`config.mk`:
```
export PLATFORM = sky130hd
export DESIGN_NAME = source_token_lexer_unit_flat
export DESIGN_NICKNAME = d
export VERILOG_FILES = /design/src/rtl/stl_pkg.sv /design/src/rtl/stl_in_if.sv /design/src/rtl/stl_out_if.sv /design/src/rtl/source_token_lexer_unit.sv /design/src/rtl/stl_front.sv /design/src/rtl/stl_queue.sv /design/src/rtl/stl_back.sv /design/src/flat_wrapper.sv
export SDC_FILE = /design/constraint.sdc
export NUM_CORES = 1
export LEC_CHECK = 0
export BUFFER_PORTS_ARGS = -buffer_cell sky130_fd_sc_hd__buf_2
export CORE_MARGIN = 2
export CORE_UTILIZATION = 43
export DETAILED_ROUTE_END_ITERATION = 8
export SLEW_MARGIN = 20
export SYNTH_ARGS = -nofsm -noshare
export SYNTH_HDL_FRONTEND = slang
export SYNTH_SLANG_ARGS = --single-unit
```
`constraint.sdc`:
```
create_clock -name clk_i -period 11.9 [get_ports clk_i]
set_clock_uncertainty 0.2 [all_clocks]
set_input_delay 0.595 -clock clk_i [delete_from_list [all_inputs] [get_ports clk_i]]
set_output_delay 0.595 -clock clk_i [all_outputs]
set_load 0.02 [all_outputs]
```
`src/rtl/stl_pkg.sv`:
```
// shared types, constants and the word classifier of the source token lexer
// depends on nothing; every other file imports it
package stl_pkg;

  localparam int unsigned OffsetWidth = 24;
  localparam int unsigned LineWidth   = 20;
  localparam int unsigned QueueDepth  = 4;
  localparam int unsigned QueueAddrW  = $clog2(QueueDepth);

  localparam logic [3:0] CLS_KEYWORD  = 4'd0;
  localparam logic [3:0] CLS_TYPENAME = 4'd1;
  localparam logic [3:0] CLS_IDENT    = 4'd2;
  localparam logic [3:0] CLS_INTEGER  = 4'd3;
  localparam logic [3:0] CLS_REAL     = 4'd4;
  localparam logic [3:0] CLS_STRING   = 4'd5;
  localparam logic [3:0] CLS_OPERATOR = 4'd6;
  localparam logic [3:0] CLS_PUNCT    = 4'd7;
  localparam logic [3:0] CLS_END      = 4'd8;
  localparam logic [3:0] CLS_ERROR    = 4'd9;

  localparam logic [3:0] VAR_NONE      = 4'd0;
  localparam logic [3:0] OP_BANG       = 4'd0;
  localparam logic [3:0] OP_SLASH      = 4'd1;
  localparam logic [3:0] OP_PLUS       = 4'd2;
  localparam logic [3:0] OP_MINUS      = 4'd3;
  localparam logic [3:0] OP_STAR       = 4'd4;
  localparam logic [3:0] OP_LESS       = 4'd5;
  localparam logic [3:0] OP_GREATER    = 4'd6;
  localparam logic [3:0] OP_PERCENT    = 4'd7;
  localparam logic [3:0] OP_EQEQ       = 4'd8;
  localparam logic [3:0] OP_SCOPE      = 4'd9;
  localparam logic [3:0] PU_SEMI       = 4'd0;
  localparam logic [3:0] PU_ASSIGN     = 4'd1;
  localparam logic [3:0] PU_ARROW      = 4'd2;
  localparam logic [3:0] PU_LBRACE     = 4'd3;
  localparam logic [3:0] PU_RBRACE     = 4'd4;
  localparam logic [3:0] PU_LPAREN     = 4'd5;
  localparam logic [3:0] PU_RPAREN     = 4'd6;
  localparam logic [3:0] PU_LBRACKET   = 4'd7;
  localparam logic [3:0] PU_RBRACKET   = 4'd8;
  localparam logic [3:0] PU_COMMA      = 4'd9;
  localparam logic [3:0] ERR_BAD_BYTE  = 4'd0;
  localparam logic [3:0] ERR_OPEN_STR  = 4'd1;

  localparam logic OP_BYTE = 1'b0;
  localparam logic OP_EOF  = 1'b1;

  typedef struct packed {
    logic [3:0]             token_class;
    logic [3:0]             token_variant;
    logic [OffsetWidth-1:0] tok_offset;
    logic [OffsetWidth-1:0] token_length;
    logic [LineWidth-1:0]   line_number;
    logic [OffsetWidth-1:0] column_number;
  } stl_token_t;

  // all results of one input transaction, first then second
  typedef struct packed {
    logic       a_valid;
    logic       b_valid;
    stl_token_t a;
    stl_token_t b;
  } stl_rec_t;

  typedef struct packed {
    logic full;
    logic empty;
  } stl_q_status_t;

  // returns {class, variant} of a finished word
  function automatic logic [7:0] classify_word(logic [47:0] w, logic [2:0] n);
    logic [7:0] r;
    r = {CLS_IDENT, VAR_NONE};
    unique case (1'b1)
      (n == 3'd6 && w == 48'h72657475726e): r = {CLS_KEYWORD, 4'd0};
      (n == 3'd4 && w == 48'h000063617374): r = {CLS_KEYWORD, 4'd1};
      (n == 3'd2 && w == 48'h000000006966): r = {CLS_KEYWORD, 4'd2};
      (n == 3'd4 && w == 48'h0000656c7365): r = {CLS_KEYWORD, 4'd3};
      (n == 3'd5 && w == 48'h007768696c65): r = {CLS_KEYWORD, 4'd4};
      (n == 3'd4 && w == 48'h000074727565): r = {CLS_KEYWORD, 4'd5};
      (n == 3'd5 && w == 48'h0066616c7365): r = {CLS_KEYWORD, 4'd6};
      (n == 3'd5 && w == 48'h00627265616b): r = {CLS_KEYWORD, 4'd7};
      (n == 3'd3 && w == 48'h000000696e74): r = {CLS_TYPENAME, 4'd0};
      (n == 3'd4 && w == 48'h00007265616c): r = {CLS_TYPENAME, 4'd1};
      (n == 3'd4 && w == 48'h0000766f6964): r = {CLS_TYPENAME, 4'd2};
      (n == 3'd4 && w == 48'h0000626f6f6c): r = {CLS_TYPENAME, 4'd3};
      (n == 3'd4 && w == 48'h000063686172): r = {CLS_TYPENAME, 4'd4};
      (n == 3'd6 && w == 48'h737472696e67): r = {CLS_TYPENAME, 4'd5};
      default: r = {CLS_IDENT, VAR_NONE};
    endcase
    return r;
  endfunction

endpackage

```
`src/rtl/stl_in_if.sv`:
```
// input channel of the lexer: one source byte or end of file per transaction
// depends on stl_pkg
interface stl_in_if import stl_pkg::*; ();
  logic       valid;
  logic       ready;
  logic       op;
  logic [7:0] source_byte;
  modport source (output valid, op, source_byte, input ready);
  modport sink (input valid, op, source_byte, output ready);
endinterface

```
`src/rtl/stl_out_if.sv`:
```
// output channel of the lexer: one token per transaction
// depends on stl_pkg
interface stl_out_if import stl_pkg::*; ();
  logic                   valid;
  logic                   ready;
  logic [3:0]             token_class;
  logic [3:0]             token_variant;
  logic [OffsetWidth-1:0] tok_offset;
  logic [OffsetWidth-1:0] token_length;
  logic [LineWidth-1:0]   line_number;
  logic [OffsetWidth-1:0] column_number;
  logic                   last_of_run;
  modport source (output valid, token_class, token_variant, tok_offset, token_length,
                  line_number, column_number, last_of_run, input ready);
  modport sink (input valid, token_class, token_variant, tok_offset, token_length,
                line_number, column_number, last_of_run, output ready);
endinterface

```
`src/rtl/source_token_lexer_unit.sv`:
```
// top level of the source token lexer: front scanner, record queue, token sender
// depends on stl_pkg, stl_in_if, stl_out_if, stl_front, stl_queue, stl_back
//
// in_i takes one transaction per byte of source text (op 0) and one with op 1 at
// end of file. out_o gives tokens: class, variant, begin offset, length, line and
// column, with last_of_run set on the last token that a transaction causes.
// A byte transaction gives zero, one or two tokens; end of file gives one or two,
// always closing with an end token, after which the scanner starts a new text.
// Throughput: one input transaction per cycle while the four-entry record queue
// has room; the output sends one token per cycle while out_o is ready. The record
// is written to the queue and then loaded into the output register, and only
// then is the first token of the transaction valid on out_o.
// When out_o stalls the queue fills and in_i.ready drops; nothing is lost.
// Reset clears scanner state, queue pointers and the output valid; the first
// byte after reset is at offset 0, line 0, column 0.
// Offsets, lengths, lines and columns saturate at their field maximum.
module source_token_lexer_unit import stl_pkg::*; (
  input  logic      clk_i,
  input  logic      rst_ni,
  stl_in_if.sink    in_i,
  stl_out_if.source out_o
);

  stl_rec_t      push_rec, head;
  stl_q_status_t q_status;
  logic          push, pop, fe_ready;

  stl_front u_front (
    .clk_i      (clk_i),
    .rst_ni     (rst_ni),
    .in_valid_i (in_i.valid),
    .in_op_i    (in_i.op),
    .in_byte_i  (in_i.source_byte),
    .q_full_i   (q_status.full),
    .in_ready_o (fe_ready),
    .push_o     (push),
    .rec_o      (push_rec)
  );

  assign in_i.ready = fe_ready;

  stl_queue u_queue (
    .clk_i      (clk_i),
    .rst_ni     (rst_ni),
    .push_i     (push),
    .push_rec_i (push_rec),
    .pop_i      (pop),
    .head_o     (head),
    .status_o   (q_status)
  );

  stl_back u_back (
    .clk_i    (clk_i),
    .rst_ni   (rst_ni),
    .head_i   (head),
    .status_i (q_status),
    .pop_o    (pop),
    .out_o    (out_o)
  );

  a_full_blocks_input: assert property (@(posedge clk_i) disable iff (!rst_ni)
    q_status.full |-> !in_i.ready) else $error("input accepted with full queue");

  a_eof_gives_record: assert property (@(posedge clk_i) disable iff (!rst_ni)
    (in_i.valid && in_i.ready && in_i.op == OP_EOF) |=> (!q_status.empty || out_o.valid))
    else $error("end of file left no token");

  a_end_is_last: assert property (@(posedge clk_i) disable iff (!rst_ni)
    (out_o.valid && out_o.token_class == CLS_END) |-> out_o.last_of_run)
    else $error("end token not last of run");

endmodule

```
`src/rtl/stl_front.sv`:
```
// lexer front end: scans one byte per cycle while the queue has room and builds the tokens it causes
// depends on stl_pkg; feeds stl_queue
module stl_front import stl_pkg::*; (
  input  logic     clk_i,
  input  logic     rst_ni,
  input  logic     in_valid_i,
  input  logic     in_op_i,
  input  logic [7:0] in_byte_i,
  input  logic     q_full_i,
  output logic     in_ready_o,
  output logic     push_o,
  output stl_rec_t rec_o
);

  typedef enum logic [3:0] {
    MODE_IDLE, MODE_WORD, MODE_INT, MODE_REAL, MODE_STR, MODE_SLASH, MODE_MINUS,
    MODE_COLON, MODE_EQUAL, MODE_LINEC, MODE_BLOCK, MODE_STAR
  } lex_mode_e;

  localparam logic [OffsetWidth-1:0] OffMax  = {OffsetWidth{1'b1}};
  localparam logic [LineWidth-1:0]   LineMax = {LineWidth{1'b1}};

  lex_mode_e              mode_q, mode_d;
  logic [47:0]            word_q, word_d;
  logic [2:0]             wcnt_q, wcnt_d;
  logic [OffsetWidth-1:0] cur_q, cur_d, tstart_q, tstart_d, lstart_q, lstart_d;
  logic [OffsetWidth-1:0] tcol_q, tcol_d;
  logic [LineWidth-1:0]   line_q, line_d, tline_q, tline_d;
  logic                   esc_q, esc_d, halt_q, halt_d;

  logic                   accept;
  logic [7:0]             c;
  logic [OffsetWidth-1:0] nxt, cur_col;
  logic                   is_alpha, is_digit, is_ident, is_ws;

  lex_mode_e  disp_mode;
  logic       disp_start, disp_word, disp_single, disp_halt;
  logic [3:0] disp_cls, disp_var;

  logic                   do_disp;
  logic                   pa_v, sb_v, sb_zero;
  logic [3:0]             pa_cls, pa_var, sb_cls, sb_var;
  logic [OffsetWidth-1:0] pa_end;
  logic [7:0]             wclass;

  assign in_ready_o = !q_full_i;
  assign accept     = in_valid_i && !q_full_i;
  assign c          = in_byte_i;
  assign nxt        = (cur_q == OffMax) ? cur_q : cur_q + 1'b1;
  assign cur_col    = (cur_q >= lstart_q) ? cur_q - lstart_q : '0;
  assign is_alpha   = (c >= "A" && c <= "Z") || (c >= "a" && c <= "z");
  assign is_digit   = (c >= "0" && c <= "9");
  assign is_ident   = is_alpha || is_digit || c == "_";
  assign is_ws      = (c == " ") || (c >= 8'd9 && c <= 8'd13);
  assign wclass     = classify_word(word_q, wcnt_q);

  // what a byte does when it starts a fresh token
  always_comb begin
    disp_mode   = MODE_IDLE;
    disp_start  = 1'b0;
    disp_word   = 1'b0;
    disp_single = 1'b0;
    disp_halt   = 1'b0;
    disp_cls    = CLS_ERROR;
    disp_var    = ERR_BAD_BYTE;
    if (is_ws) begin
    end else if (is_alpha) begin
      disp_start = 1'b1;
      disp_word  = 1'b1;
      disp_mode  = MODE_WORD;
    end else if (is_digit) begin
      disp_start = 1'b1;
      disp_mode  = MODE_INT;
    end else begin
      case (c)
        "\"": begin disp_start = 1'b1; disp_mode = MODE_STR;   end
        "/":  begin disp_start = 1'b1; disp_mode = MODE_SLASH; end
        "-":  begin disp_start = 1'b1; disp_mode = MODE_MINUS; end
        ":":  begin disp_start = 1'b1; disp_mode = MODE_COLON; end
        "=":  begin disp_start = 1'b1; disp_mode = MODE_EQUAL; end
        ";":  begin disp_single = 1'b1; disp_cls = CLS_PUNCT; disp_var = PU_SEMI;     end
        "{":  begin disp_single = 1'b1; disp_cls = CLS_PUNCT; disp_var = PU_LBRACE;   end
        "}":  begin disp_single = 1'b1; disp_cls = CLS_PUNCT; disp_var = PU_RBRACE;   end
        "(":  begin disp_single = 1'b1; disp_cls = CLS_PUNCT; disp_var = PU_LPAREN;   end
        ")":  begin disp_single = 1'b1; disp_cls = CLS_PUNCT; disp_var = PU_RPAREN;   end
        "[":  begin disp_single = 1'b1; disp_cls = CLS_PUNCT; disp_var = PU_LBRACKET; end
        "]":  begin disp_single = 1'b1; disp_cls = CLS_PUNCT; disp_var = PU_RBRACKET; end
        ",":  begin disp_single = 1'b1; disp_cls = CLS_PUNCT; disp_var = PU_COMMA;    end
        "!":  begin disp_single = 1'b1; disp_cls = CLS_OPERATOR; disp_var = OP_BANG;    end
        "+":  begin disp_single = 1'b1; disp_cls = CLS_OPERATOR; disp_var = OP_PLUS;    end
        "*":  begin disp_single = 1'b1; disp_cls = CLS_OPERATOR; disp_var = OP_STAR;    end
        "<":  begin disp_single = 1'b1; disp_cls = CLS_OPERATOR; disp_var = OP_LESS;    end
        ">":  begin disp_single = 1'b1; disp_cls = CLS_OPERATOR; disp_var = OP_GREATER; end
        "%":  begin disp_single = 1'b1; disp_cls = CLS_OPERATOR; disp_var = OP_PERCENT; end
        default: begin
          disp_single = 1'b1;
          disp_halt   = 1'b1;
          disp_cls    = CLS_ERROR;
          disp_var    = ERR_BAD_BYTE;
        end
      endcase
    end
  end

  always_comb begin
    mode_d   = mode_q;
    word_d   = word_q;
    wcnt_d   = wcnt_q;
    cur_d    = cur_q;
    tstart_d = tstart_q;
    lstart_d = lstart_q;
    tcol_d   = tcol_q;
    line_d   = line_q;
    tline_d  = tline_q;
    esc_d    = esc_q;
    halt_d   = halt_q;
    do_disp  = 1'b0;
    pa_v     = 1'b0;
    pa_cls   = CLS_IDENT;
    pa_var   = VAR_NONE;
    pa_end   = cur_q;
    sb_v     = 1'b0;
    sb_zero  = 1'b0;
    sb_cls   = disp_cls;
    sb_var   = disp_var;
    if (accept && in_op_i == OP_BYTE) begin
      if (!halt_q) begin
        unique case (mode_q)
          MODE_WORD: begin
            if (is_ident) begin
              if (wcnt_q < 3'd6) begin
                word_d = {word_q[39:0], c};
                wcnt_d = wcnt_q + 3'd1;
              end else begin
                wcnt_d = 3'd7;
              end
            end else begin
              pa_v    = 1'b1;
              pa_cls  = wclass[7:4];
              pa_var  = wclass[3:0];
              do_disp = 1'b1;
            end
          end
          MODE_INT: begin
            if (c == ".") begin
              mode_d = MODE_REAL;
            end else if (!is_digit) begin
              pa_v    = 1'b1;
              pa_cls  = CLS_INTEGER;
              do_disp = 1'b1;
            end
          end
          MODE_REAL: begin
            if (!is_digit) begin
              pa_v    = 1'b1;
              pa_cls  = CLS_REAL;
              do_disp = 1'b1;
            end
          end
          MODE_STR: begin
            if (esc_q) begin
              esc_d = 1'b0;
            end else if (c == "\\") begin
              esc_d = 1'b1;
            end else if (c == "\"") begin
              pa_v   = 1'b1;
              pa_cls = CLS_STRING;
              pa_end = nxt;
              mode_d = MODE_IDLE;
            end
          end
          MODE_SLASH: begin
            if (c == "/") begin
              mode_d = MODE_LINEC;
            end else if (c == "*") begin
              mode_d = MODE_BLOCK;
            end else begin
              pa_v    = 1'b1;
              pa_cls  = CLS_OPERATOR;
              pa_var  = OP_SLASH;
              do_disp = 1'b1;
            end
          end
          MODE_MINUS: begin
            pa_v = 1'b1;
            if (c == ">") begin
              pa_cls = CLS_PUNCT;
              pa_var = PU_ARROW;
              pa_end = nxt;
              mode_d = MODE_IDLE;
            end else begin
              pa_cls  = CLS_OPERATOR;
              pa_var  = OP_MINUS;
              do_disp = 1'b1;
            end
          end
          MODE_COLON: begin
            mode_d = MODE_IDLE;
            pa_v   = 1'b1;
            pa_end = nxt;
            if (c == "=") begin
              pa_cls = CLS_PUNCT;
              pa_var = PU_ASSIGN;
            end else if (c == ":") begin
              pa_cls = CLS_OPERATOR;
              pa_var = OP_SCOPE;
            end else begin
              pa_cls = CLS_ERROR;
              pa_var = ERR_BAD_BYTE;
              pa_end = cur_q;
              halt_d = 1'b1;
            end
          end
          MODE_EQUAL: begin
            mode_d = MODE_IDLE;
            pa_v   = 1'b1;
            if (c == "=") begin
              pa_cls = CLS_OPERATOR;
              pa_var = OP_EQEQ;
              pa_end = nxt;
            end else begin
              pa_cls = CLS_ERROR;
              pa_var = ERR_BAD_BYTE;
              halt_d = 1'b1;
            end
          end
          MODE_LINEC: begin
            if (c == 8'h0a) mode_d = MODE_IDLE;
          end
          MODE_BLOCK: begin
            if (c == "*") mode_d = MODE_STAR;
          end
          MODE_STAR: begin
            if (c == "/") mode_d = MODE_IDLE;
            else if (c != "*") mode_d = MODE_BLOCK;
          end
          default: do_disp = 1'b1;
        endcase
        if (do_disp) begin
          mode_d = disp_mode;
          sb_v   = disp_single;
          if (disp_halt) halt_d = 1'b1;
          if (disp_start) begin
            tstart_d = cur_q;
            tline_d  = line_q;
            tcol_d   = cur_col;
          end
          if (disp_word) begin
            word_d = {40'd0, c};
            wcnt_d = 3'd1;
          end
          if (c == "\"") esc_d = 1'b0;
        end
      end
      if (c == 8'h0a) begin
        line_d   = (line_q == LineMax) ? line_q : line_q + 1'b1;
        lstart_d = nxt;
      end
      cur_d = nxt;
    end else if (accept) begin
      if (!halt_q) begin
        pa_v = 1'b1;
        unique case (mode_q)
          MODE_WORD: begin
            pa_cls = wclass[7:4];
            pa_var = wclass[3:0];
          end
          MODE_INT:   pa_cls = CLS_INTEGER;
          MODE_REAL:  pa_cls = CLS_REAL;
          MODE_STR:   begin pa_cls = CLS_ERROR; pa_var = ERR_OPEN_STR; end
          MODE_SLASH: begin pa_cls = CLS_OPERATOR; pa_var = OP_SLASH; end
          MODE_MINUS: begin pa_cls = CLS_OPERATOR; pa_var = OP_MINUS; end
          MODE_COLON, MODE_EQUAL: begin pa_cls = CLS_ERROR; pa_var = ERR_BAD_BYTE; end
          default: pa_v = 1'b0;
        endcase
      end
      sb_v     = 1'b1;
      sb_zero  = 1'b1;
      sb_cls   = CLS_END;
      sb_var   = VAR_NONE;
      mode_d   = MODE_IDLE;
      word_d   = '0;
      wcnt_d   = '0;
      cur_d    = '0;
      tstart_d = '0;
      lstart_d = '0;
      tcol_d   = '0;
      line_d   = '0;
      tline_d  = '0;
      esc_d    = 1'b0;
      halt_d   = 1'b0;
    end
  end

  always_comb begin
    rec_o.a_valid         = pa_v;
    rec_o.b_valid         = sb_v;
    rec_o.a.token_class   = pa_cls;
    rec_o.a.token_variant = pa_var;
    rec_o.a.tok_offset    = tstart_q;
    rec_o.a.token_length  = pa_end - tstart_q;
    rec_o.a.line_number   = tline_q;
    rec_o.a.column_number = tcol_q;
    rec_o.b.token_class   = sb_cls;
    rec_o.b.token_variant = sb_var;
    rec_o.b.tok_offset    = cur_q;
    rec_o.b.token_length  = sb_zero ? '0 : nxt - cur_q;
    rec_o.b.line_number   = line_q;
    rec_o.b.column_number = cur_col;
  end

  assign push_o = accept && (pa_v || sb_v);

  always_ff @(posedge clk_i or negedge rst_ni) begin
    if (!rst_ni) begin
      mode_q   <= MODE_IDLE;
      word_q   <= '0;
      wcnt_q   <= '0;
      cur_q    <= '0;
      tstart_q <= '0;
      lstart_q <= '0;
      tcol_q   <= '0;
      line_q   <= '0;
      tline_q  <= '0;
      esc_q    <= 1'b0;
      halt_q   <= 1'b0;
    end else begin
      mode_q   <= mode_d;
      word_q   <= word_d;
      wcnt_q   <= wcnt_d;
      cur_q    <= cur_d;
      tstart_q <= tstart_d;
      lstart_q <= lstart_d;
      tcol_q   <= tcol_d;
      line_q   <= line_d;
      tline_q  <= tline_d;
      esc_q    <= esc_d;
      halt_q   <= halt_d;
    end
  end

endmodule

```
`src/rtl/stl_queue.sv`:
```
// short queue of per-transaction token records between front and back
// depends on stl_pkg
module stl_queue import stl_pkg::*; (
  input  logic          clk_i,
  input  logic          rst_ni,
  input  logic          push_i,
  input  stl_rec_t      push_rec_i,
  input  logic          pop_i,
  output stl_rec_t      head_o,
  output stl_q_status_t status_o
);

  stl_rec_t              mem_q [QueueDepth];
  logic [QueueAddrW-1:0] wr_q, rd_q;
  logic [QueueAddrW:0]   cnt_q;
  logic                  do_push, do_pop;

  assign status_o.full  = (cnt_q == QueueAddrW'(0) + (QueueAddrW+1)'(QueueDepth));
  assign status_o.empty = (cnt_q == '0);
  assign do_push        = push_i && !status_o.full;
  assign do_pop         = pop_i && !status_o.empty;
  assign head_o         = mem_q[rd_q];

  always_ff @(posedge clk_i) begin
    if (do_push) mem_q[wr_q] <= push_rec_i;
  end

  always_ff @(posedge clk_i or negedge rst_ni) begin
    if (!rst_ni) begin
      wr_q  <= '0;
      rd_q  <= '0;
      cnt_q <= '0;
    end else begin
      if (do_push) wr_q <= wr_q + 1'b1;
      if (do_pop) rd_q <= rd_q + 1'b1;
      cnt_q <= cnt_q + (QueueAddrW+1)'(do_push) - (QueueAddrW+1)'(do_pop);
    end
  end

endmodule

```
`src/rtl/stl_back.sv`:
```
// lexer back end: sends the tokens of each record through an output register, one per cycle while out_o is ready
// depends on stl_pkg; reads stl_queue
module stl_back import stl_pkg::*; (
  input  logic          clk_i,
  input  logic          rst_ni,
  input  stl_rec_t      head_i,
  input  stl_q_status_t status_i,
  output logic          pop_o,
  stl_out_if.source     out_o
);

  logic       out_valid_q;
  stl_token_t tok_q;
  logic       last_q;
  logic       second_q;
  logic       load, pick_a, sel_last;
  stl_token_t sel;

  assign load     = !status_i.empty && (!out_valid_q || out_o.ready);
  assign pick_a   = !second_q && head_i.a_valid;
  assign sel      = pick_a ? head_i.a : head_i.b;
  assign sel_last = !pick_a || !head_i.b_valid;
  assign pop_o    = load && sel_last;

  always_ff @(posedge clk_i or negedge rst_ni) begin
    if (!rst_ni) begin
      out_valid_q <= 1'b0;
      second_q    <= 1'b0;
    end else begin
      if (load) begin
        out_valid_q <= 1'b1;
        second_q    <= !sel_last;
      end else if (out_o.ready) begin
        out_valid_q <= 1'b0;
      end
    end
  end

  always_ff @(posedge clk_i) begin
    if (load) begin
      tok_q  <= sel;
      last_q <= sel_last;
    end
  end

  assign out_o.valid         = out_valid_q;
  assign out_o.token_class   = tok_q.token_class;
  assign out_o.token_variant = tok_q.token_variant;
  assign out_o.tok_offset    = tok_q.tok_offset;
  assign out_o.token_length  = tok_q.token_length;
  assign out_o.line_number   = tok_q.line_number;
  assign out_o.column_number = tok_q.column_number;
  assign out_o.last_of_run   = last_q;

endmodule
```
`src/flat_wrapper.sv`:
```
// flat-port wrapper written by rule: the top's interface ports become plain ports
module source_token_lexer_unit_flat import stl_pkg::*;
  (clk_i, rst_ni, in_i_valid, in_i_op, in_i_source_byte, in_i_ready, out_o_valid, out_o_token_class, out_o_token_variant, out_o_tok_offset, out_o_token_length, out_o_line_number, out_o_column_number, out_o_last_of_run, out_o_ready);
  stl_in_if in_i_i ();
  stl_out_if out_o_i ();
  input  logic clk_i;
  input  logic rst_ni;
  input wire logic [$bits(in_i_i.valid)-1:0] in_i_valid;
  input wire logic [$bits(in_i_i.op)-1:0] in_i_op;
  input wire logic [$bits(in_i_i.source_byte)-1:0] in_i_source_byte;
  output wire logic [$bits(in_i_i.ready)-1:0] in_i_ready;
  output wire logic [$bits(out_o_i.valid)-1:0] out_o_valid;
  output wire logic [$bits(out_o_i.token_class)-1:0] out_o_token_class;
  output wire logic [$bits(out_o_i.token_variant)-1:0] out_o_token_variant;
  output wire logic [$bits(out_o_i.tok_offset)-1:0] out_o_tok_offset;
  output wire logic [$bits(out_o_i.token_length)-1:0] out_o_token_length;
  output wire logic [$bits(out_o_i.line_number)-1:0] out_o_line_number;
  output wire logic [$bits(out_o_i.column_number)-1:0] out_o_column_number;
  output wire logic [$bits(out_o_i.last_of_run)-1:0] out_o_last_of_run;
  input wire logic [$bits(out_o_i.ready)-1:0] out_o_ready;
  assign in_i_i.valid = in_i_valid;
  assign in_i_i.op = in_i_op;
  assign in_i_i.source_byte = in_i_source_byte;
  assign in_i_ready = in_i_i.ready;
  assign out_o_valid = out_o_i.valid;
  assign out_o_token_class = out_o_i.token_class;
  assign out_o_token_variant = out_o_i.token_variant;
  assign out_o_tok_offset = out_o_i.tok_offset;
  assign out_o_token_length = out_o_i.token_length;
  assign out_o_line_number = out_o_i.line_number;
  assign out_o_column_number = out_o_i.column_number;
  assign out_o_last_of_run = out_o_i.last_of_run;
  assign out_o_i.ready = out_o_ready;
  source_token_lexer_unit u_core (.clk_i(clk_i), .rst_ni(rst_ni), .in_i(in_i_i), .out_o(out_o_i));
endmodule
```
* Word level (Yosys, flattened, before mapping)
Memory sizes are Yosys's and may differ from the RTL's.
Index checks and enable logic that the tools add are counted.
** Storage, ports and cells
- Bits in registers :: 303
- RAM bits :: 808
- Bits of input ports :: 13
- Output and inout bits :: 103
- Word-level logic and storage cells :: 353
- Memories :: 1
** Cells by class
- Add/sub/neg operators :: 10
- Magnitude comparators :: 10
- Eq/ne operators :: 73
- Multiplexer cells :: 172
- Bitwise gates (word level) :: 1
- Reduce and logical (&&, ||, !) cells :: 63
** Memory list
- u_core.u_queue.mem_q :: words 4, width 202, read ports 1, clocked after memory_dff 0, write ports 1, RTL line stl_queue.sv:13 : stl_rec_t mem_q [QueueDepth];
** Operators by type and width (count)
- 24-bit two-way mux :: 24
- 48-bit two-way mux :: 8
- 48-bit by 31-bit == test with 1-bit output (second input constant) :: 7
- 4-bit two-way mux :: 43
- 20-bit two-way mux :: 8
- 48-bit by 39-bit == test with 1-bit output (second input constant) :: 3
- 8-bit by 6-bit == test with 1-bit output (second input constant) :: 17
- 100-bit two-way mux :: 1
- 48-bit by 47-bit == test with 1-bit output (second input constant) :: 2
- 24-bit case mux with 4 select lines :: 1
- 4-bit case mux with 8 select lines :: 3
- 6-bit case mux with 14 select lines :: 1
- 24-bit subtractor :: 3
- 1-bit two-way mux :: 60
- 4-bit case mux with 5 select lines :: 3
- 48-bit by 15-bit == test with 1-bit output (second input constant) :: 1
- 48-bit by 23-bit == test with 1-bit output (second input constant) :: 1
- 8-bit by 7-bit == test with 1-bit output (second input constant) :: 6
- 3-bit two-way mux :: 14
- 4-bit != test (second input constant) :: 7
- 1-bit logical AND :: 26
- 24-bit by 1-bit adder with 24-bit output (second input constant) :: 1
- 24-bit == test (second input constant) :: 1
- 24-bit >= comparator :: 1
- 45 further kinds :: 87

* Longest topological paths before layout
- Word-level depth :: 17
- Mapped depth :: 22
- Mapped depth without buffers :: 21

* Hierarchy
From an unflattened synthesis, not the netlist that was laid out.
** Unflattened totals
- Cells, all modules :: 3072
- Area total of the unflattened synthesis :: 48408.9 um2
** Modules (own cells, without submodules)
- stl_queue :: times used 1, cells an instance 1097, area each 29619.7 um2, sequential area each 24438.4 um2
- stl_front :: times used 1, cells an instance 1753, area each 14388.8 um2, sequential area each 4829.6 um2
- stl_back :: times used 1, cells an instance 222, area each 4400.5 um2, sequential area each 3083.0 um2

* Worst setup path after synthesis
Ideal clock, no wire load.
- Kind :: input port to flip-flop
- Start :: in in_i_source_byte[6]
- End :: mem u_core.u_queue.mem_q[0][0] (netlist bit), enable pin
- Setup time :: 791 ps
- Arrival :: 11470 ps
- Data required time :: 10909 ps
- Setup slack :: -560 ps
- Cell stages on the path :: 11
- Path buffers :: 2
- Cell sequence :: clkbuf_1 > and4bb_2 > and2_1 > a2111oi_0 > or4b_1 > buf_2 > and2b_4 > nand2_1 > o21ai_1 > nor2_4 > nor2b_1
** RTL lines
- from (decl) :: RTL line flat_wrapper.sv:10 : input wire logic [$bits(in_i_i.source_byte)-1:0] in_i_source_byte;
- to (decl) :: RTL line stl_queue.sv:13

==> results.tsv <==
metric	value	unit
cts_tree	done	
area_delta_synth_final	12.2	%
hold_viol	0	
synth_flop_cell	edfxtp_1	
die_h	337	um
rr_worst_depth	21	
cap_violations	0	
crit_path_start	u_core.u_front.mode_q[2]$_DFFE_PN0P_	
synthCells	3048	
fin_cells	4759	
tns	0	ps
synth_most_common_cell	edfxtp_1	
postRouteAntennaNets	0	
cts-root-buf	clkbuf_16	
overflow	0	
crit_required	12170	ps
cts_buffer_depth	3	
hp-class	input port to flip-flop	
finalPower	14.7	mW
first_iter_violations	2351	
yosysTopAreaCell	edfxtp_1	
place.gp.congestion	0.872	
grt_pass1_vias	28240	
p_leak	18.8	nW
routed_wl	115	mm
fillers	9399	
synth_xor_xnor_area_share	1.94	%
placed_area	50100	um2
clk_pin_slew	60	ps
clock_latency	690	ps
reg2reg_from	u_core.u_front.mode_q[2]$_DFFE_PN0P_	
arrival	6850	ps
endpoint_kind	flip-flop	
drive_gt1_share	20.5	%
worst_slew_pin_slew	1150	ps
core-area	111000	um2
worstReg2RegEnd	u_core.u_queue.mem_q[1][166]$_DFFE_PP_	
ys_ff_latch	1107	
wl_per_cell	24.2	um
power.density	273	nW/um2
final-seq-area	32200	um2
critPathKind	flip-flop to flip-flop	
grt.total_usage	20.5	%
yosys.area_share.simple	7.22	%
fp-row-count	122	
synth_top_family_by_area	multiplexers	
synthTopCellsByArea	edfxtp_1, dfrtp_1, mux4_2	
grt_pass1_wl	176	mm
dp.final_hpwl	74.1	mm
initial_core_util	43.3	%
vias	27048	
grt_max_degree	135	
critPathLaunchType	flip-flop	
yosys_warnings	0	
ys_seq_area_share	67.4	%
synth_common_cells	edfxtp_1, dfrtp_1, mux4_2, nand2_1, nor2_1	
fin_util	48.6	%
status	complete, no violations	
design_area	53700	um2
layout.nets	3274	
multi_input_area	14600	um2
synth_top_area_share	56.8	%
h-tree-depth	3	
fin_crit_sh	55.3	%
pre_cts_ws	5320	ps
synth_edf_count	905	
dr.pass1.iters	6	
synth_fa_ha_area_share	2.42	%
rsz0062_at_grt	false	
worstPathMaxFanout	19	
max_freq	152	MHz
layout_min_cycle_time	6590	ps
syn-cell-area	47800	um2
setup_ws	5310	ps
peakVddDrop	0.214	mV
numClockSinks	1107	
viasPerCell	5.68	
drc	0	
holdWs	80.2	ps
numCtsBuffers	112	
die_w	337	um
synthArstFlopShare	18.2	%
synth_compound_area_share	6.90	%
syn-num-nets	3151	
drv_slew	0	
cts-resized-gates	0	
io_pins	116	
synth.avg_cell_area	15.7	um2
r2r_setup_slack	5310	ps
dieArea	114000	um2
antenna_found_initial	5	
setup_violations	0	
placedCellCount	4543	
crit_path_end	u_core.u_queue.mem_q[1][166]$_DFFE_PP_	
relSlewSlack	23.1	%
yosys-mux-area-fraction	11.9	%
yosysUniqueCellTypes	92	
port_buffers	115	
## cell usage in the layout, fill, tap and decap left out, types with 17 or more instances in the layout
cell,instances
a31oi_1,17
inv_1,120
buf_2,114
a21o_1,23
dfrtp_1,200
nand2b_1,25
ha_1,86
or3_1,21
nand4_1,30
o21ai_1,27
nand2_1,185
buf_4,36
a21oi_1,101
o22ai_1,31
o21a_1,17
nand3_1,50
mux2_2,99
xor2_1,42
and3_1,25
a22o_1,78
nor2_1,143
o21ai_0,107
nor4_1,19
edfxtp_1,905
nor3_1,43
clkinv_2,24
xnor2_1,64
clkbuf_1,27
clkbuf_16,113
mux4_2,201
o31ai_1,32
nor2b_1,26
## critical path, cell delays in order, from the launching register on
cell	delay, ps
dfrtp_1	400
inv_1	80
ha_1	330
nor3b_1	960
a21oi_1	50
nand2b_1	440
nor2_1	250
nand3_1	120
buf_4	240
a22oi_1	240
ha_1	230
inv_1	80
fa_1	450
a211oi_1	370
o21ai_0	180
a21oi_1	350
o22ai_1	200
o21ba_2	270
nand4_1	90
o211ai_1	140
o41a_1	340
xor2_1	330
## cells by family (layout without fill, tap and decap cells)
logic type / after synthesis / in the layout
xor gates and xnor gates: 106 / 106
buffers and inverters: 269 / 491
AOI/OAI and AO/OA: 504 / 504
adders and majority gates: 90 / 90
muxes: 303 / 303
other: 0 / 1
DFF: 1107 / 1107
and+or+nand+nor: 669 / 669
## layer usage
metal | share of wire, % | vias to the layer above | track usage, % | wire (um)
met4 | 2.0 | 4 | 5.49 | 2360
met5 | 0.020 | - | 0 | 23
li1 | - | 12136 | - | -
met3 | 4.3 | 159 | 2.73 | 4940
met2 | 49 | 680 | 34.5 | 57100
met1 | 44 | 14069 | 28.0 | 50900
## worst min-delay path by stage
| stage | cells past startpoint | slack (ps) | from | end |
|---|---|---|---|---|
| floorplan | 0 | 100 | rst_ni | u_core.u_back.out_o.valid$_DFFE_PN0P_ |
| global route | 2 | 80 | in_i_source_byte[5] | u_core.u_front.word_q[5]$_DFFE_PN0P_ |
| CTS | 2 | 30 | in_i_source_byte[5] | u_core.u_front.word_q[5]$_DFFE_PN0P_ |
| detailed placement | 2 | 270 | u_core.u_front.lstart_q[11]$_DFFE_PN0P_ | u_core.u_front.lstart_q[11]$_DFFE_PN0P_ |
| global placement | 2 | 270 | u_core.u_front.lstart_q[8]$_DFFE_PN0P_ | u_core.u_front.lstart_q[8]$_DFFE_PN0P_ |
| finish | 2 | 80 | in_i_source_byte[5] | u_core.u_front.word_q[5]$_DFFE_PN0P_ |
## layout make-up
type                            instances  share of cell area [%]
Timing Repair Buffer                  157                    1.78
Sequential cell                      1107                    60.1
Inverter                              121                   0.846
Multi-Input combinational cell       1672                    27.2
Antenna cell                            1                 0.00466
Clock buffer                          150                    5.71
Clock inverter                         63                   0.914
Tap cell                             1488                    3.47
## repair_timing
item,CTS,global route
endpoints found under the hold margin,80,0
hold buffers,2,0
setup buffers,0,0
setup endpoints to repair,0,0
## report_power, final
| group | switching, mW | leakage (nW) | internal [mW] |
|---|---|---|---|
| logic | 3.11 | 5.88 | 2.10 |
| clock network | 1.46 | 1.75 | 1.91 |
| registers | 0.446 | 11.2 | 5.65 |
## state kept, by name, indices dropped and copies added (netlist names), 2 cells and up
name	flops
u_core.u_queue.mem_q	804
u_core.u_front.line_q	20
u_core.u_front.word_q	48
u_core.u_front.tstart_q	24
u_core.u_back.out_o.tok_offset	24
u_core.u_front.wcnt_q	3
u_core.u_back.out_o.token_class	4
u_core.u_front.tline_q	20
u_core.u_back.out_o.token_variant	4
u_core.u_back.out_o.line_number	20
u_core.u_front.tcol_q	24
u_core.u_front.lstart_q	24
u_core.u_back.out_o.token_length	24
u_core.u_back.out_o.column_number	24
u_core.u_queue.rd_q	2
u_core.u_front.mode_q	4
u_core.u_queue.cnt_q	3
u_core.u_front.cur_q	24
u_core.u_queue.wr_q	2
(Power assumes the default switching activity.)
